--- config.mk ---
export PLATFORM = sky130hd
export DESIGN_NAME = clock_calendar_counter_unit
export DESIGN_NICKNAME = d
export VERILOG_FILES = /design/src/sv/cccu_pkg.sv /design/src/sv/clock_calendar_counter_unit.sv /design/src/sv/cccu_step.sv
export SDC_FILE = /design/constraint.sdc
export NUM_CORES = 1
export LEC_CHECK = 0
export BUFFER_PORTS_ARGS = -buffer_cell sky130_fd_sc_hd__buf_2
export CAP_MARGIN = 0
export CORE_ASPECT_RATIO = 1.5
export CORE_MARGIN = 2
export CORE_UTILIZATION = 30
export DETAILED_ROUTE_END_ITERATION = 8
export HOLD_SLACK_MARGIN = 0.06
export PLACE_DENSITY_LB_ADDON = 0.25
export SLEW_MARGIN = 40
export SYNTH_ARGS = -nofsm -noshare
export SYNTH_HDL_FRONTEND = slang
export SYNTH_SLANG_ARGS = --single-unit
--- constraint.sdc ---
create_clock -name i_clk -period 6.4 [get_ports i_clk]
set_input_delay 0 -clock i_clk [delete_from_list [all_inputs] [get_ports i_clk]]
set_output_delay 0 -clock i_clk [all_outputs]
set_load 0.01 [all_outputs]
--- src/sv/cccu_pkg.sv ---
// Shared types, codes and calendar helpers for the clock calendar counter.
package cccu_pkg;

    // Request command codes
    localparam logic [1:0] CMD_TICK = 2'd0;
    localparam logic [1:0] CMD_INC  = 2'd1;
    localparam logic [1:0] CMD_DEC  = 2'd2;

    // Adjustable field codes
    localparam logic [2:0] FLD_HOUR    = 3'd0;
    localparam logic [2:0] FLD_MINUTE  = 3'd1;
    localparam logic [2:0] FLD_DAY     = 3'd2;
    localparam logic [2:0] FLD_MONTH   = 3'd3;
    localparam logic [2:0] FLD_YEAR    = 3'd4;
    localparam logic [2:0] FLD_WEEKDAY = 3'd5;

    // Field limits
    localparam logic [5:0]  SEC_MAX   = 6'd59;
    localparam logic [5:0]  MIN_MAX   = 6'd59;
    localparam logic [4:0]  HOUR_MAX  = 5'd23;
    localparam logic [3:0]  MONTH_MAX = 4'd12;
    localparam logic [13:0] YEAR_MAX  = 14'd9999;
    localparam logic [2:0]  WDAY_MAX  = 3'd6;

    // Register map
    localparam logic [0:0] REG_TICKS_PER_SECOND = 1'b0;
    localparam logic [7:0] TPS_RESET            = 8'd5;

    typedef struct packed {
        logic [5:0]  second;
        logic [5:0]  minute;
        logic [4:0]  hour;
        logic [4:0]  day;
        logic [3:0]  month;
        logic [13:0] year;
        logic [2:0]  weekday;
    } t_cal;

    localparam t_cal CAL_RESET = '{
        second:  6'd0,
        minute:  6'd20,
        hour:    5'd9,
        day:     5'd24,
        month:   4'd4,
        year:    14'd2023,
        weekday: 3'd0
    };

    // Days in a month; every fourth year is a leap year
    function automatic logic [4:0] month_len(input logic [3:0] month, input logic [13:0] year);
        logic [4:0] len;
        len = 5'd31;
        unique case (month)
            4'd2:                      len = (year[1:0] == 2'b00) ? 5'd29 : 5'd28;
            4'd4, 4'd6, 4'd9, 4'd11:   len = 5'd30;
            default:                   len = 5'd31;
        endcase
        return len;
    endfunction

endpackage

--- src/sv/clock_calendar_counter_unit.sv ---
// Top level of the clock calendar counter: config register, state and output skid.
//
//  channel   | handshake          | payload
//  ----------+--------------------+----------------------------------------------
//  request   | i_valid / o_stall  | i_command, i_field_select
//  result    | o_valid / i_stall  | o_seconds .. o_weekday (time after the request)
//  config    | APB psel/penable   | ticks_per_second at byte address 0
//
//  One request is accepted per cycle while o_stall is low; with room in the output
//  register, the result appears there in the cycle after the accept, else in the skid.
//  The calendar state is one register set updated in the accept cycle, so the
//  next request sees it at once; the carry chain is a single pass of logic.
//  A two-entry output (main register plus skid) lets a request be accepted
//  while a result is stalled; o_stall rises only when both entries hold data.
//  Synchronous active-low reset loads CAL_RESET (09:20:00, Monday) and
//  ticks_per_second = 5; no clearing pass is needed.
module clock_calendar_counter_unit (
    input  logic        i_clk,
    input  logic        i_rst_n,
    // request channel
    input  logic        i_valid,
    output logic        o_stall,
    input  logic [1:0]  i_command,
    input  logic [2:0]  i_field_select,
    // result channel
    output logic        o_valid,
    input  logic        i_stall,
    output logic [5:0]  o_seconds,
    output logic [5:0]  o_minutes,
    output logic [4:0]  o_hours,
    output logic [4:0]  o_day_of_month,
    output logic [3:0]  o_month_number,
    output logic [13:0] o_year_number,
    output logic [2:0]  o_weekday,
    // configuration port
    input  logic        psel,
    input  logic        penable,
    input  logic        pwrite,
    input  logic [2:0]  paddr,
    input  logic [31:0] pwdata,
    output logic [31:0] prdata,
    output logic        pready
);
    import cccu_pkg::*;

    logic [7:0] r_tps;
    logic [7:0] r_tick;
    t_cal       r_cal;
    t_cal       r_out;
    t_cal       r_skid;
    logic       r_out_valid;
    logic       r_skid_valid;

    t_cal       n_cal;
    logic [7:0] n_tick;

    logic       w_accept;
    logic       w_out_free;
    logic       w_cfg_wr;

    // Configuration register
    assign pready   = 1'b1;
    assign w_cfg_wr = psel && penable && pwrite;
    assign prdata   = (paddr[2] == REG_TICKS_PER_SECOND) ? {24'd0, r_tps} : 32'd0;

    always_ff @(posedge i_clk) begin
        if (!i_rst_n) begin
            r_tps <= TPS_RESET;
        end else if (w_cfg_wr && (paddr[2] == REG_TICKS_PER_SECOND)) begin
            r_tps <= pwdata[7:0];
        end
    end

    // Next calendar state for the request at the port
    cccu_step u_step (
        .i_cal              (r_cal),
        .i_tick_count       (r_tick),
        .i_ticks_per_second (r_tps),
        .i_command          (i_command),
        .i_field_select     (i_field_select),
        .o_cal              (n_cal),
        .o_tick_count       (n_tick)
    );

    // Hold requests off only when the skid entry is occupied
    assign o_stall    = r_skid_valid;
    assign w_accept   = i_valid && !r_skid_valid;
    assign w_out_free = !r_out_valid || !i_stall;

    // Advance the clock state on every accepted request
    always_ff @(posedge i_clk) begin
        if (!i_rst_n) begin
            r_cal  <= CAL_RESET;
            r_tick <= 8'd0;
        end else if (w_accept) begin
            r_cal  <= n_cal;
            r_tick <= n_tick;
        end
    end

    // Output register and skid entry: control
    always_ff @(posedge i_clk) begin
        if (!i_rst_n) begin
            r_out_valid  <= 1'b0;
            r_skid_valid <= 1'b0;
        end else begin
            if (w_out_free) begin
                r_out_valid  <= r_skid_valid || w_accept;
                r_skid_valid <= 1'b0;
            end else if (w_accept) begin
                r_skid_valid <= 1'b1;
            end
        end
    end

    // Output register and skid entry: payload
    always_ff @(posedge i_clk) begin
        if (w_out_free) begin
            r_out <= r_skid_valid ? r_skid : n_cal;
        end
        if (w_accept && !w_out_free) begin
            r_skid <= n_cal;
        end
    end

    assign o_valid        = r_out_valid;
    assign o_seconds      = r_out.second;
    assign o_minutes      = r_out.minute;
    assign o_hours        = r_out.hour;
    assign o_day_of_month = r_out.day;
    assign o_month_number = r_out.month;
    assign o_year_number  = r_out.year;
    assign o_weekday      = r_out.weekday;

    // The skid entry only fills behind a stalled output register
    a_skid_behind_out: assert property (@(posedge i_clk) disable iff (!i_rst_n)
        r_skid_valid |-> r_out_valid)
        else $error("skid entry valid with empty output register");

    // An accepted request with room in the output register shows up next cycle
    a_result_next: assert property (@(posedge i_clk) disable iff (!i_rst_n)
        (w_accept && w_out_free) |=> (r_out_valid && (r_out == $past(n_cal))))
        else $error("accepted request did not reach the output register");

    // The calendar state moves only on an accepted request
    a_state_hold: assert property (@(posedge i_clk) disable iff (!i_rst_n)
        (i_rst_n && !w_accept) |=> ($stable(r_cal) && $stable(r_tick)))
        else $error("calendar state changed without a request");

    // Every field stays within its range
    a_state_range: assert property (@(posedge i_clk) disable iff (!i_rst_n)
        (r_cal.second <= SEC_MAX) && (r_cal.minute <= MIN_MAX) && (r_cal.hour <= HOUR_MAX)
        && (r_cal.month >= 4'd1) && (r_cal.month <= MONTH_MAX) && (r_cal.year <= YEAR_MAX)
        && (r_cal.weekday <= WDAY_MAX) && (r_cal.day >= 5'd1)
        && (r_cal.day <= month_len(r_cal.month, r_cal.year)))
        else $error("calendar field out of range");

endmodule

--- src/sv/cccu_step.sv ---
// Next-state logic of the calendar: tick carry chain and field adjustment.
module cccu_step (
    input  cccu_pkg::t_cal  i_cal,
    input  logic [7:0]      i_tick_count,
    input  logic [7:0]      i_ticks_per_second,
    input  logic [1:0]      i_command,
    input  logic [2:0]      i_field_select,
    output cccu_pkg::t_cal  o_cal,
    output logic [7:0]      o_tick_count
);
    import cccu_pkg::*;

    logic [8:0] w_tick_inc;
    logic       w_sec_evt;
    logic       w_min_evt;
    logic       w_hour_evt;
    logic       w_day_evt;
    logic       w_month_evt;
    logic       w_year_evt;
    logic [4:0] w_len;
    logic       w_up;

    assign w_tick_inc  = {1'b0, i_tick_count} + 9'd1;
    assign w_sec_evt   = (w_tick_inc >= {1'b0, i_ticks_per_second});
    assign w_min_evt   = w_sec_evt  && (i_cal.second >= SEC_MAX);
    assign w_hour_evt  = w_min_evt  && (i_cal.minute >= MIN_MAX);
    assign w_day_evt   = w_hour_evt && (i_cal.hour >= HOUR_MAX);
    assign w_len       = month_len(i_cal.month, i_cal.year);
    assign w_month_evt = w_day_evt   && (i_cal.day >= w_len);
    assign w_year_evt  = w_month_evt && (i_cal.month >= MONTH_MAX);
    assign w_up        = (i_command == CMD_INC);

    always_comb begin
        o_cal        = i_cal;
        o_tick_count = i_tick_count;
        unique case (i_command)
            CMD_TICK: begin
                o_tick_count = w_sec_evt ? 8'd0 : w_tick_inc[7:0];
                if (w_sec_evt) begin
                    o_cal.second = (i_cal.second >= SEC_MAX) ? 6'd0 : i_cal.second + 6'd1;
                end
                if (w_min_evt) begin
                    o_cal.minute = (i_cal.minute >= MIN_MAX) ? 6'd0 : i_cal.minute + 6'd1;
                end
                if (w_hour_evt) begin
                    o_cal.hour = (i_cal.hour >= HOUR_MAX) ? 5'd0 : i_cal.hour + 5'd1;
                end
                if (w_day_evt) begin
                    o_cal.weekday = (i_cal.weekday >= WDAY_MAX) ? 3'd0 : i_cal.weekday + 3'd1;
                    o_cal.day     = (i_cal.day < w_len) ? i_cal.day + 5'd1 : 5'd1;
                end
                if (w_month_evt) begin
                    o_cal.month = (i_cal.month < MONTH_MAX) ? i_cal.month + 4'd1 : 4'd1;
                end
                if (w_year_evt) begin
                    o_cal.year = (i_cal.year >= YEAR_MAX) ? 14'd0 : i_cal.year + 14'd1;
                end
            end
            CMD_INC, CMD_DEC: begin
                unique case (i_field_select)
                    FLD_HOUR: begin
                        if (w_up) o_cal.hour = (i_cal.hour >= HOUR_MAX) ? 5'd0 : i_cal.hour + 5'd1;
                        else      o_cal.hour = (i_cal.hour == 5'd0) ? HOUR_MAX : i_cal.hour - 5'd1;
                    end
                    FLD_MINUTE: begin
                        if (w_up) o_cal.minute = (i_cal.minute >= MIN_MAX) ? 6'd0
                                                                         : i_cal.minute + 6'd1;
                        else      o_cal.minute = (i_cal.minute == 6'd0) ? MIN_MAX
                                                                      : i_cal.minute - 6'd1;
                    end
                    FLD_DAY: begin
                        if (w_up) o_cal.day = (i_cal.day >= w_len) ? 5'd1 : i_cal.day + 5'd1;
                        else      o_cal.day = (i_cal.day <= 5'd1) ? w_len : i_cal.day - 5'd1;
                    end
                    FLD_MONTH: begin
                        if (w_up) o_cal.month = (i_cal.month >= MONTH_MAX) ? 4'd1
                                                                         : i_cal.month + 4'd1;
                        else      o_cal.month = (i_cal.month <= 4'd1) ? MONTH_MAX
                                                                      : i_cal.month - 4'd1;
                    end
                    FLD_YEAR: begin
                        if (w_up) o_cal.year = (i_cal.year >= YEAR_MAX) ? 14'd0
                                                                       : i_cal.year + 14'd1;
                        else      o_cal.year = (i_cal.year == 14'd0) ? YEAR_MAX
                                                                    : i_cal.year - 14'd1;
                    end
                    FLD_WEEKDAY: begin
                        if (w_up) o_cal.weekday = (i_cal.weekday >= WDAY_MAX) ? 3'd0
                                                                             : i_cal.weekday + 3'd1;
                        else      o_cal.weekday = (i_cal.weekday == 3'd0) ? WDAY_MAX
                                                                         : i_cal.weekday - 3'd1;
                    end
                    default: ;
                endcase
                // Drop the day back to 1 when it no longer fits the month
                if (o_cal.day > month_len(o_cal.month, o_cal.year)) begin
                    o_cal.day = 5'd1;
                end
            end
            default: ;
        endcase
    end

endmodule

# ---- After elaboration in Yosys (flattened, before gate mapping)
# Index checks and enable logic that the tools add are counted.
dict set report classes {
  n_addsub 14
  magnitude_cmp 13
  n_eq_ne 17
  mux 48
  n_bitwise 2
  n_reduce_logical 29
}
# op n
set ops {}
lappend ops {{$mux W14} 6}
lappend ops {{$pmux W37 S2} 1}
lappend ops {{$mux W5} 14}
lappend ops {{$mux W6} 8}
lappend ops {{$mux W43} 1}
lappend ops {{$mux W4} 7}
lappend ops {{$pmux W5 S2} 2}
lappend ops {{$eq A4 B3 Y1 const B} 4}
lappend ops {{$eq A4 B4 Y1 const B} 4}
lappend ops {{$mux W8} 2}
lappend ops {{$mux W3} 5}
lappend ops {{$add A14 B1 Y14 const B} 1}
lappend ops {{$ge A14 B14 Y1 const B} 1}
lappend ops {{$logic_not A14 Y1} 1}
lappend ops {{$sub A14 B1 Y14 const B} 1}
lappend ops {{$add A6 B1 Y6 const B} 2}
lappend ops {{$ge A6 B6 Y1 const B} 2}
lappend ops {{$add A5 B1 Y5 const B} 2}
lappend ops {{$logic_and A1 B1 Y1} 10}
lappend ops {{$sub A5 B1 Y5 const B} 2}
lappend ops {{$add A8 B1 Y9 const B} 1}
lappend ops {{$ge A9 B8 Y1} 1}
lappend ops {{$eq A4 B2 Y1 const B} 2}
lappend ops {{$reduce_or A4 Y1} 2}
lappend ops {{other kinds (29)} 41}
dict set report word_totals {
  reg_bits 147
  input_bits 47
  output_inout_bits 78
  elab_cells 148
}

# ---- Longest topological paths before layout
dict set report depth {
  depth_word 13
  ltp_mapped 18
  mapped_depth_nobuf 18
}

# ---- Cells and area by module
# From an unflattened synthesis, not the netlist that was laid out.
dict set report unflattened {
  cells_unflattened 1129
  hier_area_um2 10079.7
}
# module n_inst cells_per_inst area_per_inst_um2 seq_area_each_um2
set modules_own_cells {}
lappend modules_own_cells {clock_calendar_counter_unit 1 433 5627.9 3803.6}
lappend modules_own_cells {cccu_step 1 696 4451.8 0.0}

# ---- Worst setup path before layout
# Ideal clock, no wire load.
dict set report synth_path {
  path_kind {register to register}
  start {register r_cal[17] in the netlist's numbering}
  end {register r_out, in the netlist o_day_of_month[1] (data pin)}
  setup_time_ns 0.260
  arrival_time_ns 3.617
  t_required_ns 6.140
  path_slack_ns 2.524
  stages_incl_launch_ff 17
  n_path_buf 0
  synth_period_minus_slack_ns 3.876
  cell_sequence {dfxtp_1 -> inv_1 -> ha_1 -> o21ai_0 -> o21ai_0 -> a21oi_1 -> ha_1 -> nand2b_1 -> a21oi_1 -> o211ai_1 -> a31oi_1 -> ha_1 -> a21oi_1 -> o21ai_0 -> o311ai_0 -> o211ai_1 -> mux2_2}
}
# element line_no
set synth_rtl {}
lappend synth_rtl {{from (decl)} clock_calendar_counter_unit.sv:48} ;# t_cal r_cal;
lappend synth_rtl {{from (signal assigned)} clock_calendar_counter_unit.sv:96} ;# r_cal <= n_cal;
lappend synth_rtl {{to (signal assigned)} clock_calendar_counter_unit.sv:119} ;# r_out <= r_skid_valid ? r_skid : n_cal;
lappend synth_rtl {{to (decl)} clock_calendar_counter_unit.sv:49} ;# t_cal r_out;

# ---- Worst setup path in the final report
dict set report layout_path {
  start {register r_cal[17] in the netlist's numbering}
  end {register r_out, in the netlist o_day_of_month[0] (data pin)}
}
dict set report layout_between {
  elab_chain_cells 13
}
# element line_no
set layout_rtl {}
lappend layout_rtl {{$sub A4 B1 Y4 (tied with other cells)} cccu_step.sv:79} ;# : i_cal.month - 4'd1;
lappend layout_rtl {{$mux W4 (on tied branches)} {cccu_step.sv:78, cccu_step.sv:76}}
lappend layout_rtl {{$mux W4} cccu_step.sv:76} ;# if (w_up) o_cal.month = (i_cal.month >= MONTH_MAX) ? 4'd1
lappend layout_rtl {{$mux W4} cccu_step.sv:60} ;# unique case (i_field_select)
lappend layout_rtl {{$mux W4} cccu_step.sv:36} ;# unique case (i_command)
lappend layout_rtl {{$eq A4 B3 Y1 / $eq A4 B4 Y1 (equally long branches)} cccu_pkg.sv:53} ;# unique case (month)
lappend layout_rtl {{$reduce_or A4 Y1} cccu_pkg.sv:53}
lappend layout_rtl {{$pmux W5 S2} cccu_pkg.sv:53}
lappend layout_rtl {{$mux W5} cccu_step.sv:36}
lappend layout_rtl {{$gt A5 B5 Y1} cccu_step.sv:96} ;# if (o_cal.day > month_len(o_cal.month, o_cal.year)) begin
lappend layout_rtl {{$mux W5} cccu_step.sv:96}
lappend layout_rtl {{$pmux W37 S2 (*)} cccu_step.sv:36}
lappend layout_rtl {{$mux W43 (*)} clock_calendar_counter_unit.sv:119}
# Every way passes the cells marked *; elsewhere a longest branch is shown, timed or not. The select of a mux whose other input is x is not followed.
# A chain may end at the register's enable or synchronous reset.

==> impl_metrics.yaml <==
status:
  status: "complete, no violations"
finish:
  fillers: 3437
  seqCellArea_mm2: 0.00380
  layout-area-overhead-vs-synth_pct: 12.8
  layout_common_cells: "nand2_1, o21ai_0, nor2_1, edfxtp_1, buf_2"
  drive_gt1_share_pct: 15.6
  multiInputGateArea_mm2: 0.00587
  diodes: 0
  final_common_cell: "nand2_1"
  layout.nets: 1302
setup_path:
  crit_chain: "inv_1 -> ha_1 -> o21ai_0 -> o21ai_0 -> a21oi_1 -> ha_1 -> nand2b_1 -> a21oi_1 -> o211ai_1 -> a31oi_1 -> ha_1 -> a21oi_1 -> o211ai_1 -> o32ai_1 -> o22ai_1 -> o31ai_1"
  cp-start-kind: "flop"
  worstSetupPathType: "flop to flop"
  cp_slowest_cell: "a21oi_1"
  cpLargestDelayFamily: "compound AO/OA/AOI/OAI gates"
  cp.required_ns: 6.60
  max_stage_delay_ns: 0.65
  endpoint_kind: "flop"
  crit_buf_inv: 1
  cp.arrival_ns: 5.27
  cp_max_fo: 10
timing:
  whs_ns: 0.0643
  fmax_mhz: 198
  slew_viol_final: 0
  timing.final.crit_share_pct: 79.1
  slew_headroom_pct: 43.5
  worst_pin_slew_ns: 0.846
  tns_ns: 0
  period_needed_ns: 5.06
  hold_violations: 0
  rsz0062_at_grt: "false"
  finalSetupViolations: 0
  skew_ns: 0.0109
global_routing:
  grt_util_all_layers_pct: 18.5
  grt_max_degree: 44
  antenna_found_initial: 0
  grt_pass1_vias: 9134
  grt_overflow: 0
  grt_pass1_wl_mm: 51.8
floorplan:
  io_pins: 125
  coreArea_mm2: 0.0340
  start_util_pct: 30.2
  chipHeight_um: 230
  die_w_um: 155
  dieArea_mm2: 0.0357
  rows: 83
logic_synthesis:
  synth_compound_area_share_pct: 26.9
  synth_seq_area_share_pct: 37.1
  yosys.area_share.simple_pct: 19.5
  synth-seq-cells: 147
  muxShareOfSynthArea_pct: 3.88
  syn_area_mm2: 0.0103
  synth_xor_xnor_area_share_pct: 1.62
  yosysWarnings: 0
  synth_top_family_by_area: "compound AO/OA/AOI/OAI gates"
  synth_cells: 1189
  synth_ff_type: "edfxtp_1"
  ys_types: 93
  synth_edf_count: 86
  ys_async_sr_fraction_pct: 0
  postSynthAreaPerCell_um2: 8.63
  synth-adder-area-share_pct: 4.15
clocking:
  clock-sinks: 147
  clk_pin_slew_worst_paths_ns: 0.06
  post_cts_buffers: 0
  clk_path_buf_depth: 2
  cts-root-buf: "clkbuf_16"
  cts_tree: "yes"
  numCtsBuffers: 17
  clkLatencyLatePin_ns: 0.46
  htreeDepth: 4
placed_design:
  numPortBuffers: 73
  gp_congestion: 0.916
  dp_hpwl_mm: 22.6
power_and_ir_drop:
  seqPwrFrac_pct: 43.4
  vdd_drop_max_mv: 0.189
  p_per_area_mw_per_mm2: 223
  p_clk_share_pct: 38.9
  internal-power_w: 0.00181
  power.leakage_nw: 4.36
  p_sw_w: 0.000776
  switching_share_pct: 30.0
  pwr-share-comb_pct: 17.6
drt:
  routed_wl_mm: 32.8
  via_per_inst: 5.67
  drc: 0
  via_count: 9403
  ant_nets: 0
  first_iter_violations: 821
  firstDrtPassIters: 5
  wl_per_cell_um: 19.8
job:
  maxCapViolations: 0
worst_hold_path:
  hp-class: "primary input to flop"
==> final timing paths <==
kind	from	end	cells past startpoint	slack, ns
setup / recovery	r_cal[17]$_SDFFE_PN0P_	o_day_of_month[0]$_DFFE_PN_	16	1.34
hold / removal	i_rst_n	r_tps[0]$_SDFFE_PN1P_	2	0.06
setup reg to reg	r_cal[17]$_SDFFE_PN0P_	o_day_of_month[0]$_DFFE_PN_	16	1.34
hold reg to reg	r_tps[7]$_SDFFE_PN0P_	r_tps[7]$_SDFFE_PN0P_	2	0.47
==> cell usage after synthesis, types with 7 or more instances <==
| cell | count | area share [%] |
|---|---|---|
| dfxtp_1 | 61 | 12 |
| nand2b_1 | 10 | 0.61 |
| mux2i_1 | 9 | 0.88 |
| nand4_1 | 9 | 0.55 |
| a31oi_1 | 32 | 2.0 |
| nand3_1 | 33 | 1.6 |
| nand2_1 | 115 | 4.2 |
| buf_4 | 26 | 1.9 |
| nor4_1 | 12 | 0.73 |
| nand3b_1 | 7 | 0.51 |
| o2111ai_1 | 7 | 0.60 |
| o211ai_1 | 32 | 2.3 |
| o21ai_0 | 88 | 4.3 |
| a21oi_1 | 68 | 3.3 |
| edfxtp_1 | 86 | 25 |
| clkbuf_1 | 73 | 2.7 |
| nor2_1 | 89 | 3.3 |
| nor3b_1 | 14 | 1.0 |
| inv_1 | 38 | 1.4 |
| buf_2 | 8 | 0.39 |
| a32oi_1 | 7 | 0.60 |
| ha_1 | 34 | 4.1 |
| or3_1 | 14 | 0.85 |
| and3_1 | 17 | 1.0 |
| o22ai_1 | 10 | 0.61 |
| nor3_1 | 25 | 1.2 |
| mux2_2 | 26 | 2.9 |
| nor2b_1 | 14 | 0.85 |
| a21boi_0 | 15 | 1.1 |
| a211oi_1 | 7 | 0.51 |
| xnor2_1 | 13 | 1.1 |
| o31ai_1 | 15 | 1.1 |
| a21o_1 | 14 | 1.0 |
| o21a_1 | 11 | 0.80 |
==> power groups by stage <==
stage / logic, W / clock network [W] / registers, W
6_report: 0.000456 / 0.00101 / 0.00112
3_3_place_gp: 0.000444 / 0 / 0.00114
5_1_grt: 0.000503 / 0.00106 / 0.00113
3_5_place_dp: 0.000449 / 0 / 0.00114
4_1_cts: 0.000455 / 0.00104 / 0.00112
2_1_floorplan: 0.000320 / 0 / 0.00113
==> layer usage <==
| metal | global-route usage [%] | wire [um] | vias to the layer above |
|---|---|---|---|
| met3 | 2.87 | 1490 | 72 |
| met5 | 0 | 0 | - |
| li1 | - | - | 4493 |
| met4 | 9.17 | 1310 | 0 |
| met1 | 21.2 | 12900 | 4519 |
| met2 | 33.3 | 17100 | 319 |
==> metrics by stage <==
stage	area (um2)	power [W]	cells	util (%)	setup WS, ns
floorplan	10300	0.00145	1212	-	2.52
detailed placement	10900	0.00159	1618	32.1	1.46
CTS	11600	0.00261	1659	34.1	1.44
global route	11600	0.00270	1659	34.1	0.854
finish	11600	0.00258	1659	34.1	1.34
global placement	10900	0.00158	1615	32.0	1.50
==> flip-flops by register name, summed over array words and instances, names as in the netlist <==
name and count:
o_hours 5, r_tps 8, o_valid 1, o_day_of_month 5, r_cal 43, o_weekday 3
o_stall 1, o_month_number 4, r_skid 43, o_year_number 14, o_seconds 6, r_tick 8
o_minutes 6
==> area by class of cell <==
cell class,instances,share of cell area [%]
multi-input cells,910,50.7
clock buffers,18,3.71
flip-flops and latches,147,32.9
well taps,425,4.59
repair buffers,104,5.60
inverters,41,1.33
clock inverters,14,1.20
==> cells by family after synthesis <==
group                    Yosys count
flip-flops                       147
buffers and inverters            155
adder cells (fa/ha/maj)           34
XOR/XNOR                          19
AO/OA/AOI/OAI                    402
multiplexers                      36
AND/OR/NAND/NOR                  394
other                              2
==> what timing repair did <==
| action | 4_1_cts | 5_1_grt |
|---|---|---|
| resized for setup | 0 | 0 |
| hold endpoints to repair | 10 | 0 |
| hold buffers | 9 | 0 |
No activity file was read; power rests on OpenSTA's default activity.
